### src/hw/rtl/bplru_pkg.sv
// package for the buffer pool lru tag manager: types and constants
`timescale 1ns / 1ps
`default_nettype none
package bplru_pkg;
	localparam int ENTRIES = 16;
	localparam int IDX_W = (ENTRIES > 1) ? $clog2(ENTRIES) : 1;
	localparam int CNT_W = $clog2(ENTRIES + 1);

	typedef enum logic [2:0] {
		OP_LOOKUP = 3'd0,
		OP_TOUCH = 3'd1,
		OP_DIRTY = 3'd2,
		OP_PIN = 3'd3,
		OP_UNPIN = 3'd4,
		OP_QUERY = 3'd5,
		OP_FREE = 3'd6,
		OP_WBACK = 3'd7
	} op_t;

	typedef enum logic [1:0] {
		ST_IDLE,
		ST_SCAN,
		ST_DONE
	} state_t;

	typedef struct packed {
		logic [2:0]  opcode;
		logic [15:0] file_id;
		logic [19:0] block_offset;
		logic [3:0]  entry_index;
	} in_word_t;

	typedef struct packed {
		logic [3:0]  result_index;
		logic        hit;
		logic        full_res;
		logic        dirty_flag;
		logic [15:0] flush_mask;
		logic        fetch_needed;
	} out_word_t;

	// cell command broadcast to every cell
	typedef struct packed {
		logic        apply;     // one cycle strobe: commit per-cell op
		op_t         op;
		logic [15:0] file_id;
		logic [19:0] block_offset;
		logic        sel_valid; // addressed index in range, or a victim found on a lookup miss
		logic [3:0]  sel;       // addressed / victim entry
		logic        alloc;     // lookup miss with a victim
		logic        flush;     // lookup miss: clean all
		logic [31:0] now;
	} cell_cmd_t;

	// word handed down the chain during the scan
	typedef struct packed {
		logic [31:0] stamp;
		logic        dirty;
		logic        pinned;
		logic        match;
	} chain_t;
endpackage
`default_nettype wire

### src/hw/rtl/bplru_cell.sv
// one buffer entry cell: tag, flags, stamp, and a rotating scan shift stage
`timescale 1ns / 1ps
`default_nettype none
module bplru_cell
	import bplru_pkg::*;
(
	input  wire        clk,
	input  wire        arst_n,
	input  wire  [3:0] index,
	input  cell_cmd_t  cmd,
	input  wire        load,
	input  wire        shift,
	input  chain_t     prev,
	output chain_t     cur,
	output logic       dirty
);
	logic        valid_q, dirty_q, pinned_q;
	logic [15:0] file_q;
	logic [19:0] block_q;
	logic [31:0] stamp_q;
	chain_t      scan_q;
	logic        me;

	assign me = cmd.sel_valid && (cmd.sel == index);
	assign cur = scan_q;
	assign dirty = dirty_q;

	always_ff @(posedge clk or negedge arst_n) begin
		if (!arst_n) begin
			valid_q <= 1'b0;
			dirty_q <= 1'b0;
			pinned_q <= 1'b0;
			file_q <= '0;
			block_q <= '0;
			stamp_q <= '0;
		end else if (cmd.apply) begin
			case (cmd.op)
				OP_LOOKUP: begin
					if (cmd.flush) dirty_q <= 1'b0;
					if (cmd.alloc && me) begin
						valid_q <= 1'b1;
						file_q <= cmd.file_id;
						block_q <= cmd.block_offset;
						dirty_q <= 1'b0;
						stamp_q <= cmd.now;
					end
				end
				OP_TOUCH: if (me) stamp_q <= cmd.now;
				OP_DIRTY: if (me) dirty_q <= 1'b1;
				OP_PIN:   if (me) pinned_q <= 1'b1;
				OP_UNPIN: if (me) pinned_q <= 1'b0;
				OP_FREE: begin
					if (valid_q && file_q == cmd.file_id) begin
						valid_q <= 1'b0;
						file_q <= '0;
						block_q <= '0;
						dirty_q <= 1'b0;
						pinned_q <= 1'b0;
					end
				end
				OP_WBACK: if (me) dirty_q <= 1'b0;
				default: ;
			endcase
		end
	end

	always_ff @(posedge clk) begin
		if (load) begin
			scan_q.stamp <= stamp_q;
			scan_q.dirty <= dirty_q;
			scan_q.pinned <= pinned_q;
			scan_q.match <= valid_q && file_q == cmd.file_id
				&& block_q == cmd.block_offset;
		end else if (shift) begin
			scan_q <= prev;
		end
	end
endmodule
`default_nettype wire

### src/hw/rtl/buffer_pool_lru_tag_manager.sv
// top level of the buffer pool lru tag manager
// usage: raise start for one cycle with word when busy is low; the word is
// taken at that edge and busy rises. the cell chain rotates one entry per
// cycle past the scan head; each item passes a load step, a scan of every
// entry and a commit step before the done strobe. result is valid for
// exactly one cycle with done high, and busy falls in that same cycle,
// so a new start may follow at once.
// the receiver cannot stall; results must be taken when done is high.
// the scan head keeps the first tag match, the least-stamped unpinned entry
// (lowest index on ties) and the dirty mask; the commit cycle broadcasts the
// chosen operation to every cell.
// every opcode advances the saturating item counter that stamps entries.
// reset (arst_n low) clears all entries, the counter and the controller;
// no item is accepted while arst_n is low.
// entry indices at or beyond ENTRIES give an all-zero result and no change.
`timescale 1ns / 1ps
`default_nettype none
module buffer_pool_lru_tag_manager
	import bplru_pkg::*;
(
	input  wire       clk,
	input  wire       arst_n,
	input  wire       start,
	input  in_word_t  word,
	output logic      busy,
	output logic      done,
	output out_word_t result
);
	state_t      state_q, state_d;
	in_word_t    req_q;
	logic [CNT_W-1:0] cnt_q;
	logic [31:0] now_q;
	logic        hit_q, vic_ok_q;
	logic [3:0]  hit_idx_q, vic_idx_q;
	logic [31:0] vic_stamp_q;
	logic [15:0] dmask_q;
	out_word_t   res_q;
	logic        done_q;
	cell_cmd_t   cmd;
	chain_t      chain [ENTRIES];
	logic [ENTRIES-1:0] dbits;
	logic        load, shift, accept, idx_ok;
	chain_t      head;
	logic [3:0]  pos;

	assign accept = start && !busy;
	assign load = accept;
	assign shift = (state_q == ST_SCAN);
	assign head = chain[0];
	assign pos = 4'(cnt_q);
	assign idx_ok = 32'(req_q.entry_index) < ENTRIES;

	always_comb begin
		unique case (state_q)
			ST_IDLE: state_d = accept ? ST_SCAN : ST_IDLE;
			ST_SCAN: state_d = (32'(cnt_q) == ENTRIES - 1) ? ST_DONE : ST_SCAN;
			ST_DONE: state_d = ST_IDLE;
			default: state_d = ST_IDLE;
		endcase
	end

	always_comb begin
		busy = (state_q != ST_IDLE);
		done = done_q;
		result = res_q;
	end

	always_comb begin
		cmd = '0;
		cmd.op = op_t'(req_q.opcode);
		// tag compare at load sees the incoming word
		cmd.file_id = accept ? word.file_id : req_q.file_id;
		cmd.block_offset = accept ? word.block_offset : req_q.block_offset;
		cmd.now = now_q;
		cmd.apply = (state_q == ST_DONE);
		if (op_t'(req_q.opcode) == OP_LOOKUP) begin
			cmd.flush = !hit_q;
			cmd.alloc = !hit_q && vic_ok_q;
			cmd.sel_valid = !hit_q && vic_ok_q;
			cmd.sel = vic_idx_q;
		end else begin
			cmd.sel_valid = idx_ok;
			cmd.sel = req_q.entry_index;
		end
	end

	genvar g;
	generate
		for (g = 0; g < ENTRIES; g++) begin : g_cell
			bplru_cell u_cell (
				.clk(clk), .arst_n(arst_n), .index(4'(g)), .cmd(cmd), .load(load),
				.shift(shift), .prev(chain[(g + 1) % ENTRIES]),
				.cur(chain[g]), .dirty(dbits[g])
			);
		end
	endgenerate

	always_ff @(posedge clk or negedge arst_n) begin
		if (!arst_n) begin
			state_q <= ST_IDLE;
			cnt_q <= '0;
			now_q <= '0;
			done_q <= 1'b0;
		end else begin
			state_q <= state_d;
			done_q <= (state_q == ST_DONE);
			if (accept) begin
				cnt_q <= '0;
				if (now_q != 32'hFFFF_FFFF) now_q <= now_q + 32'd1;
			end else if (shift) begin
				cnt_q <= cnt_q + CNT_W'(1);
			end
		end
	end

	always_ff @(posedge clk) begin
		if (accept) begin
			req_q <= word;
			hit_q <= 1'b0;
			vic_ok_q <= 1'b0;
			hit_idx_q <= '0;
			vic_idx_q <= '0;
			vic_stamp_q <= '0;
			dmask_q <= '0;
		end else if (shift) begin
			if (head.match && !hit_q) begin
				hit_q <= 1'b1;
				hit_idx_q <= pos;
			end
			if (head.dirty) dmask_q[pos] <= 1'b1;
			if (!head.pinned && (!vic_ok_q || head.stamp < vic_stamp_q)) begin
				vic_ok_q <= 1'b1;
				vic_idx_q <= pos;
				vic_stamp_q <= head.stamp;
			end
		end
		if (state_q == ST_DONE) begin
			res_q <= '0;
			unique case (op_t'(req_q.opcode))
				OP_LOOKUP: begin
					if (hit_q) begin
						res_q.hit <= 1'b1;
						res_q.result_index <= hit_idx_q;
					end else begin
						res_q.flush_mask <= dmask_q;
						res_q.full_res <= !vic_ok_q;
						res_q.fetch_needed <= vic_ok_q;
						res_q.result_index <= vic_ok_q ? vic_idx_q : 4'd0;
					end
				end
				OP_QUERY: res_q.dirty_flag <= idx_ok && dmask_q[req_q.entry_index];
				OP_WBACK: if (idx_ok && dmask_q[req_q.entry_index])
					res_q.flush_mask[req_q.entry_index] <= 1'b1;
				default: ;
			endcase
		end
	end

`ifndef ASSERT_OFF
	a_done_after_commit: assert property (@(posedge clk) disable iff (!arst_n)
		done |-> $past(state_q) == ST_DONE) else $error("done without commit");
	a_no_accept_busy: assert property (@(posedge clk) disable iff (!arst_n)
		accept |=> busy) else $error("busy not raised");
	a_hit_excl: assert property (@(posedge clk) disable iff (!arst_n)
		done |-> !(result.hit && (result.full_res || result.fetch_needed)))
		else $error("hit with miss flags");
	a_flush_clean: assert property (@(posedge clk) disable iff (!arst_n)
		done && result.fetch_needed |-> (dbits & result.flush_mask) == '0)
		else $error("flushed entry still dirty");
`endif
endmodule
`default_nettype wire
### config.mk
export PLATFORM = sky130hd
export DESIGN_NAME = buffer_pool_lru_tag_manager
export DESIGN_NICKNAME = d
export VERILOG_FILES = /design/src/hw/rtl/bplru_pkg.sv /design/src/hw/rtl/bplru_cell.sv /design/src/hw/rtl/buffer_pool_lru_tag_manager.sv
export SDC_FILE = /design/constraint.sdc
export NUM_CORES = 2
export LEC_CHECK = 0
export ABC_AREA = 1
export BUFFER_PORTS_ARGS = -buffer_cell sky130_fd_sc_hd__buf_2
export CAP_MARGIN = 0
export CORE_UTILIZATION = 57
export DETAILED_ROUTE_END_ITERATION = 16
export GPL_TIMING_DRIVEN = 0
export PLACE_DENSITY = 0.82
export SYNTH_ARGS = -nofsm -noshare
export SYNTH_HDL_FRONTEND = slang
export SYNTH_SLANG_ARGS = --single-unit
### constraint.sdc
create_clock -name clk -period 12.2 [get_ports clk]
set_clock_uncertainty 0.05 [all_clocks]
set_input_delay 3.05 -clock clk [delete_from_list [all_inputs] [get_ports clk]]
set_output_delay 3.05 -clock clk [all_outputs]
set_load 0.01 [all_outputs]
# Word-level counts from Yosys, hierarchy flattened
# Index checks and enable logic that the tools add are counted.
# word_totals
out_inout_bits	26
regBits	1861
word_cells	854
# op_classes
mux	326
n_eq_ne	186
n_reduce_logical	153
n_bitwise	2
order_cmp	5
addsub	2
# ops
operator	n
two-way mux 35 bit	32
two-way mux 32 bit	32
one-hot mux 32 bit (2 select lines)	16
two-way mux 20 bit	33
one-hot mux 20 bit (2 select lines)	16
two-way mux 16 bit	34
one-hot mux 16 bit (2 select lines)	17
== test 20 bit	16
== test 16 bit	16
!= test 2 x 1 -> 1 bit, second input constant	112
AND reduction 4 bit	32
AND reduction 6 bit	16
two-way mux 1 bit	86
AND reduction 5 bit	16
logical AND 1 bit	70
one-hot mux 1 bit (4 select lines)	16
!= test 3 x 2 -> 1 bit, second input constant	16
one-hot mux 1 bit (3 select lines)	16
adder 32 x 1 -> 32 bit, second input constant	1
== test 4 bit, second input constant	8
< comparator 32 bit	1
!= test 32 bit, second input constant	1
one-hot mux 1 bit (2 select lines)	16
two-way mux 17 bit	1
30 further kinds	54

# Logic depth before layout (Yosys ltp)
# logic_depth
ltp_word	8
ltp_mapped	18
depth_no_buf	16

# Cells and area by module
# From an unflattened synthesis, not the netlist that was laid out.
# hier_totals
cells_unflattened	12001
area_unflattened_um2	94763.4
# modules_own_cells
module	area_per_inst_um2	n_inst	cells_per_inst	seq_area_each_um2
bplru_cell (g_cell[0].u_cell ...)	5424.0	15	689	2827.7
buffer_pool_lru_tag_manager	8102.8	1	979	4174.0
bplru_cell (g_cell[9].u_cell)	5301.3	1	687	2827.7

# Worst setup path before layout
# OpenSTA, ideal clock, no wires.
# synth_timing
kind	input-to-reg
from	input start
to	register cnt_q[1]
slack_ps	-3515
t_arrival_ps	15037
stages	7
path_cell_list	nand2_4 inv_1 clkbuf_1 clkbuf_1 nor2_1 inv_1 o21ai_0
# synth_between
elab_chain_cells	2
# synth_lines
item	line_no	text
start: declaration	buffer_pool_lru_tag_manager.sv:23	input wire start,
logical AND 1 bit (*)	buffer_pool_lru_tag_manager.sv:46	assign accept = start && !busy;
two-way mux 5 bit / nonzero test 2 bit (equally long branches)	n/a	
end signal: assignment	buffer_pool_lru_tag_manager.sv:111	cnt_q <= cnt_q + CNT_W'(1);
end: declaration	buffer_pool_lru_tag_manager.sv:31	logic [CNT_W-1:0] cnt_q;
# Every way passes the cells marked *; elsewhere a longest branch is shown, timed or not.
# A chain may end at the register's enable or synchronous reset.

# Worst setup path after layout
# layout_timing
from	input start
to	register g_cell[10].u_cell.scan_q, in the netlist g_cell[10].u_cell.cur[0] (data pin)
# layout_between
elab_chain_cells	6
# layout_lines
item	line_no	text
logical AND 1 bit (*)	buffer_pool_lru_tag_manager.sv:46	
two-way mux 16 bit	buffer_pool_lru_tag_manager.sv:72	cmd.file_id = accept ? word.file_id : req_q.file_id;
== test 16 bit	bplru_cell.sv:72	scan_q.match <= valid_q && file_q == cmd.file_id
logical AND 1 bit	bplru_cell.sv:72	
logical AND 1 bit	bplru_cell.sv:73	&& block_q == cmd.block_offset;
two-way mux 35 bit (*)	bplru_cell.sv:68	if (load) begin
end signal: assignment	bplru_cell.sv:75	scan_q <= prev;
end: declaration	bplru_cell.sv:21	chain_t scan_q;
# Marks and branches as above.

==> impl_metrics.json <==
{
  "clk_path_buf_depth": 3,
  "initial_utilization": 0.577,
  "critical-path-top-delay-family": "simple AND/OR/NAND/NOR gates",
  "synthCells": 10200,
  "ff2ff_setup_slack_ns": 7.33,
  "pwr_density_cell_nw_per_um2": 214,
  "status": "complete, but fails checks",
  "path_common_cell": "sky130_fd_sc_hd__nand2_1",
  "num_vias": 76600,
  "timing_hold_violations_final": 0,
  "antenna_left": 0,
  "core_area_um2": 149000,
  "critical_path_buf_inv_count": 3,
  "gr-total-overflow": 0,
  "layoutNonFillerInstCount": 12600,
  "r2r_end": "g_cell[10].u_cell.cur[0]",
  "unrepaired_setup_endpoints_after_global_routing": "no",
  "sequential_cell_area_um2": 49400,
  "numClockSinks": 1861,
  "power_switching_mw": 7.55,
  "tightest_slew_ns": 1.49,
  "setup.worst_path.class": "in -> reg",
  "seq_area_frac_synth": 0.577,
  "crit_path_start_kind": "input port",
  "timing.critical_path.slowest_cell_delay_ns": 0.95,
  "multi_input_area_um2": 31600,
  "vias_in_the_first_global_route": 74000,
  "holdCritPathClass": "reg -> reg",
  "cp_max_fo": 10,
  "synth-edff-count": 627,
  "drive_gt1_frac": 0.0762,
  "routed_wl_um": 347000,
  "synthTopCellsByArea": "sky130_fd_sc_hd__dfrtp_1, sky130_fd_sc_hd__edfxtp_1, sky130_fd_sc_hd__nand2_1",
  "io_buffer_count": 71,
  "yosysWarnings": 0,
  "dr_pass1_iterations": 7,
  "drt-wirelength-per-cell_um": 27.4,
  "violations": "capacitance limit",
  "worst-endpoint-arrival_ns": 7.02,
  "hold-path-cell-count": 2,
  "clock_power_share": 0.298,
  "row_count": 141,
  "report.final.slew_viol_count": 0,
  "most-common-layout-cells": "sky130_fd_sc_hd__nand2_1, sky130_fd_sc_hd__dfrtp_1, sky130_fd_sc_hd__o21ai_0",
  "placed_cells": 12300,
  "post_synth_arst_share": 0.632,
  "power_report.internal_total_mw": 12.9,
  "h_tree_levels": 4,
  "timing.critical_path.cells": "buf_2 -> nand2_8 -> buf_6 -> nand2_1 -> nand2_1 -> clkbuf_1 -> o21ai_0 -> nor2_1 -> nand3b_1 -> nor3_1 -> nand2_1 -> nand2_1",
  "numCtsBuffers": 188,
  "critical_path.slowest_cell": "sky130_fd_sc_hd__nor3_1",
  "fillCellCount": 12100,
  "mappedNetlistArea_um2": 85700,
  "post_cts_sizing_count": 0,
  "globalRouteTotalUtil": 0.455,
  "drt_drc_violations_left": 0,
  "cts-hold-fix-buffers": 0,
  "timing.hold.worst.start": "hit_idx_q[1]",
  "holdPathEnd": "hit_idx_q[1]",
  "layout-area-overhead-vs-synth_pct": 11.7,
  "fmax_mhz": 157,
  "final_setup_vio_count": 0,
  "share_comb_of_total_power": 0.276,
  "pin_count": 72,
  "switching_share": 0.369,
  "hpwl_um": 242000,
  "tritoncts": "built",
  "design.die.area_um2": 152000,
  "grt_antenna_before_repair": 23,
  "seq_power_share": 0.426,
  "largest_net_degree_at_the_start_of_global_routing": 162,
  "grt_first_pass_wirelength_um": 495000,
  "clk_root_buffer_cell": "sky130_fd_sc_hd__clkbuf_16",
  "proportion_of_netlist_area_held_by_the_largest_area_contributor": 0.343,
  "postLayoutCoreUtil": 0.644,
  "mostFrequentLayoutCell": "sky130_fd_sc_hd__nand2_1",
  "die_width_um": 390,
  "synth_top_flop_cell": "sky130_fd_sc_hd__dfrtp_1",
  "netlist-cell-type-count": 50,
  "crit_path_end_kind": "flip-flop",
  "post_synth.cell_area_avg_um2": 8.42,
  "avgViaCountPerCell": 6.06,
  "vdd_drop_max_uv": 203,
  "clkSlewWorstSetupHoldPaths_ns": 0.07,
  "period_share": 0.523,
  "maxSlewHeadroom": 0.00905,
  "yosys_top_cell_by_area": "sky130_fd_sc_hd__dfrtp_1",
  "num-nets-final": 10500,
  "gp_routability_congestion": 1.01,
  "post_cts_setup_buffer_count": 0,
  "leakage_component_of_the_power_nw": 46.2,
  "clock_period_minus_final_worst_setup_slack_ns": 6.38,
  "floorplan.die.height_um": 390,
  "cap_violations": 1,
  "synthesis.nets": 10300,
  "drt-initial-drc-count": 10300,
  "yosys_register_bits": 1861,
  "worst_r2r_startpoint": "state_q[0]",
  "required_time_worst_endpoint_ns": 12.84,
  "reg2reg_depth": 11,
  "clock_insertion_delay_worst_skew_ns": 0.88
}
==> cells by family after synthesis <==
| logic type | count (synthesis) | share of synthesized area |
|---|---|---|
| AO/OA/AOI/OAI | 1014 | 0.0617 |
| buffers and inverters | 1126 | 0.0551 |
| AND/OR/NAND/NOR | 5921 | 0.279 |
| adder cells (fa/ha/maj) | 37 | 0.00540 |
| flip-flops | 1861 | 0.577 |
| XOR/XNOR | 220 | 0.0225 |
==> per-stage QoR <==
stage	setup WS (ns)	total power, mW	area, um^2	TNS [ns]	hold WS (ns)
after floorplan	-0.261	11.8	85700	-146.13	0.374
final	5.82	20.5	95700	0	0.416
after global routing	6.07	21.0	95700	0	0.431
after global placement	-18.74	14.3	88600	-	0.394
after CTS	6.12	20.2	95700	0	0.411
after detailed placement	5.23	14.1	89200	0	0.402
==> cells in the mapped netlist (20+ instances only) <==
cell type / number
sky130_fd_sc_hd__nand3b_1: 29
sky130_fd_sc_hd__nor2_1: 484
sky130_fd_sc_hd__o211ai_1: 20
sky130_fd_sc_hd__or2_2: 58
sky130_fd_sc_hd__xor2_1: 174
sky130_fd_sc_hd__buf_2: 247
sky130_fd_sc_hd__nand4_1: 141
sky130_fd_sc_hd__ha_1: 37
sky130_fd_sc_hd__o21ai_1: 25
sky130_fd_sc_hd__inv_1: 534
sky130_fd_sc_hd__nand2_2: 25
sky130_fd_sc_hd__nand3_1: 602
sky130_fd_sc_hd__edfxtp_1: 627
sky130_fd_sc_hd__nand2_1: 4483
sky130_fd_sc_hd__nor3_1: 63
sky130_fd_sc_hd__dfrtp_1: 1176
sky130_fd_sc_hd__dfxtp_1: 58
sky130_fd_sc_hd__a21oi_1: 118
sky130_fd_sc_hd__clkbuf_1: 281
sky130_fd_sc_hd__xnor2_1: 46
sky130_fd_sc_hd__o21ai_0: 796
sky130_fd_sc_hd__buf_4: 32
==> worst max path at each step <==
stage	cells past startpoint	startpoint	slack (ns)	end
3_5_place_dp	15	start	5.23	g_cell[11].u_cell.block_q[6]
2_1_floorplan	6	start	-0.26	g_cell[0].u_cell.cur[0]
6_report	12	start	5.82	g_cell[10].u_cell.cur[0]
5_1_grt	15	start	6.07	g_cell[4].u_cell.block_q[7]
3_3_place_gp	1	arst_n	-18.74	g_cell[5].u_cell.stamp_q[5]
4_1_cts	15	start	6.12	g_cell[11].u_cell.block_q[0]
==> worst register-to-register path, cell delays in order (launching register included) <==
cell,delay (ns)
sky130_fd_sc_hd__dfrtp_1,0.40
sky130_fd_sc_hd__nor2_4,0.39
sky130_fd_sc_hd__buf_2,0.31
sky130_fd_sc_hd__nand3_1,0.09
sky130_fd_sc_hd__nand2_1,0.51
sky130_fd_sc_hd__clkbuf_1,0.88
sky130_fd_sc_hd__o21ai_0,0.20
sky130_fd_sc_hd__nor2_1,0.16
sky130_fd_sc_hd__nand3b_1,0.12
sky130_fd_sc_hd__nor3_1,0.95
sky130_fd_sc_hd__nand2_1,0.49
sky130_fd_sc_hd__nand2_1,0.15
==> routing by layer <==
layer	global-route usage	up-vias	share of wire
met1	0.544	36900	0.35
met2	0.708	5137	0.45
li1	-	33200	-
met3	0.102	1405	0.11
met5	0	-	0.00020
met4	0.375	12	0.095
==> power by group through the flow <==
stage                     clock (mW)  sequential (mW)  combinational, mW
after global routing            6.30             8.79               5.93
after floorplan                    0             8.80               3.02
after global placement             0             9.11               5.18
final                           6.10             8.71               5.64
after CTS                       6.06             8.68               5.43
after detailed placement           0             8.76               5.36
==> flip-flops by register name, indices dropped and copies added, names as in the netlist, 4 cells and up <==
name                    cells
g_cell.u_cell.block_q     320
g_cell.u_cell.file_q      256
vic_idx_q                   4
req_q                      40
g_cell.u_cell.pinned_q     16
result                     24
g_cell.u_cell.stamp_q     512
hit_idx_q                   4
now_q                      32
g_cell.u_cell.dirty        16
vic_stamp_q                32
g_cell.u_cell.valid_q      16
g_cell.u_cell.cur         560
dmask_q                    16
cnt_q                       5
==> layout make-up <==
| cell class | count | share of cell area |
|---|---|---|
| clock inverter | 82 | 0.0108 |
| multi-input combinational | 7192 | 0.330 |
| clock buffer | 275 | 0.0574 |
| timing repair buffer | 97 | 0.00977 |
| antenna | 6 | 0.000157 |
| buffer | 573 | 0.0279 |
| sequential | 1861 | 0.516 |
| tap | 2002 | 0.0262 |
| inverter | 553 | 0.0218 |
Power figures use the tool's default switching activity.
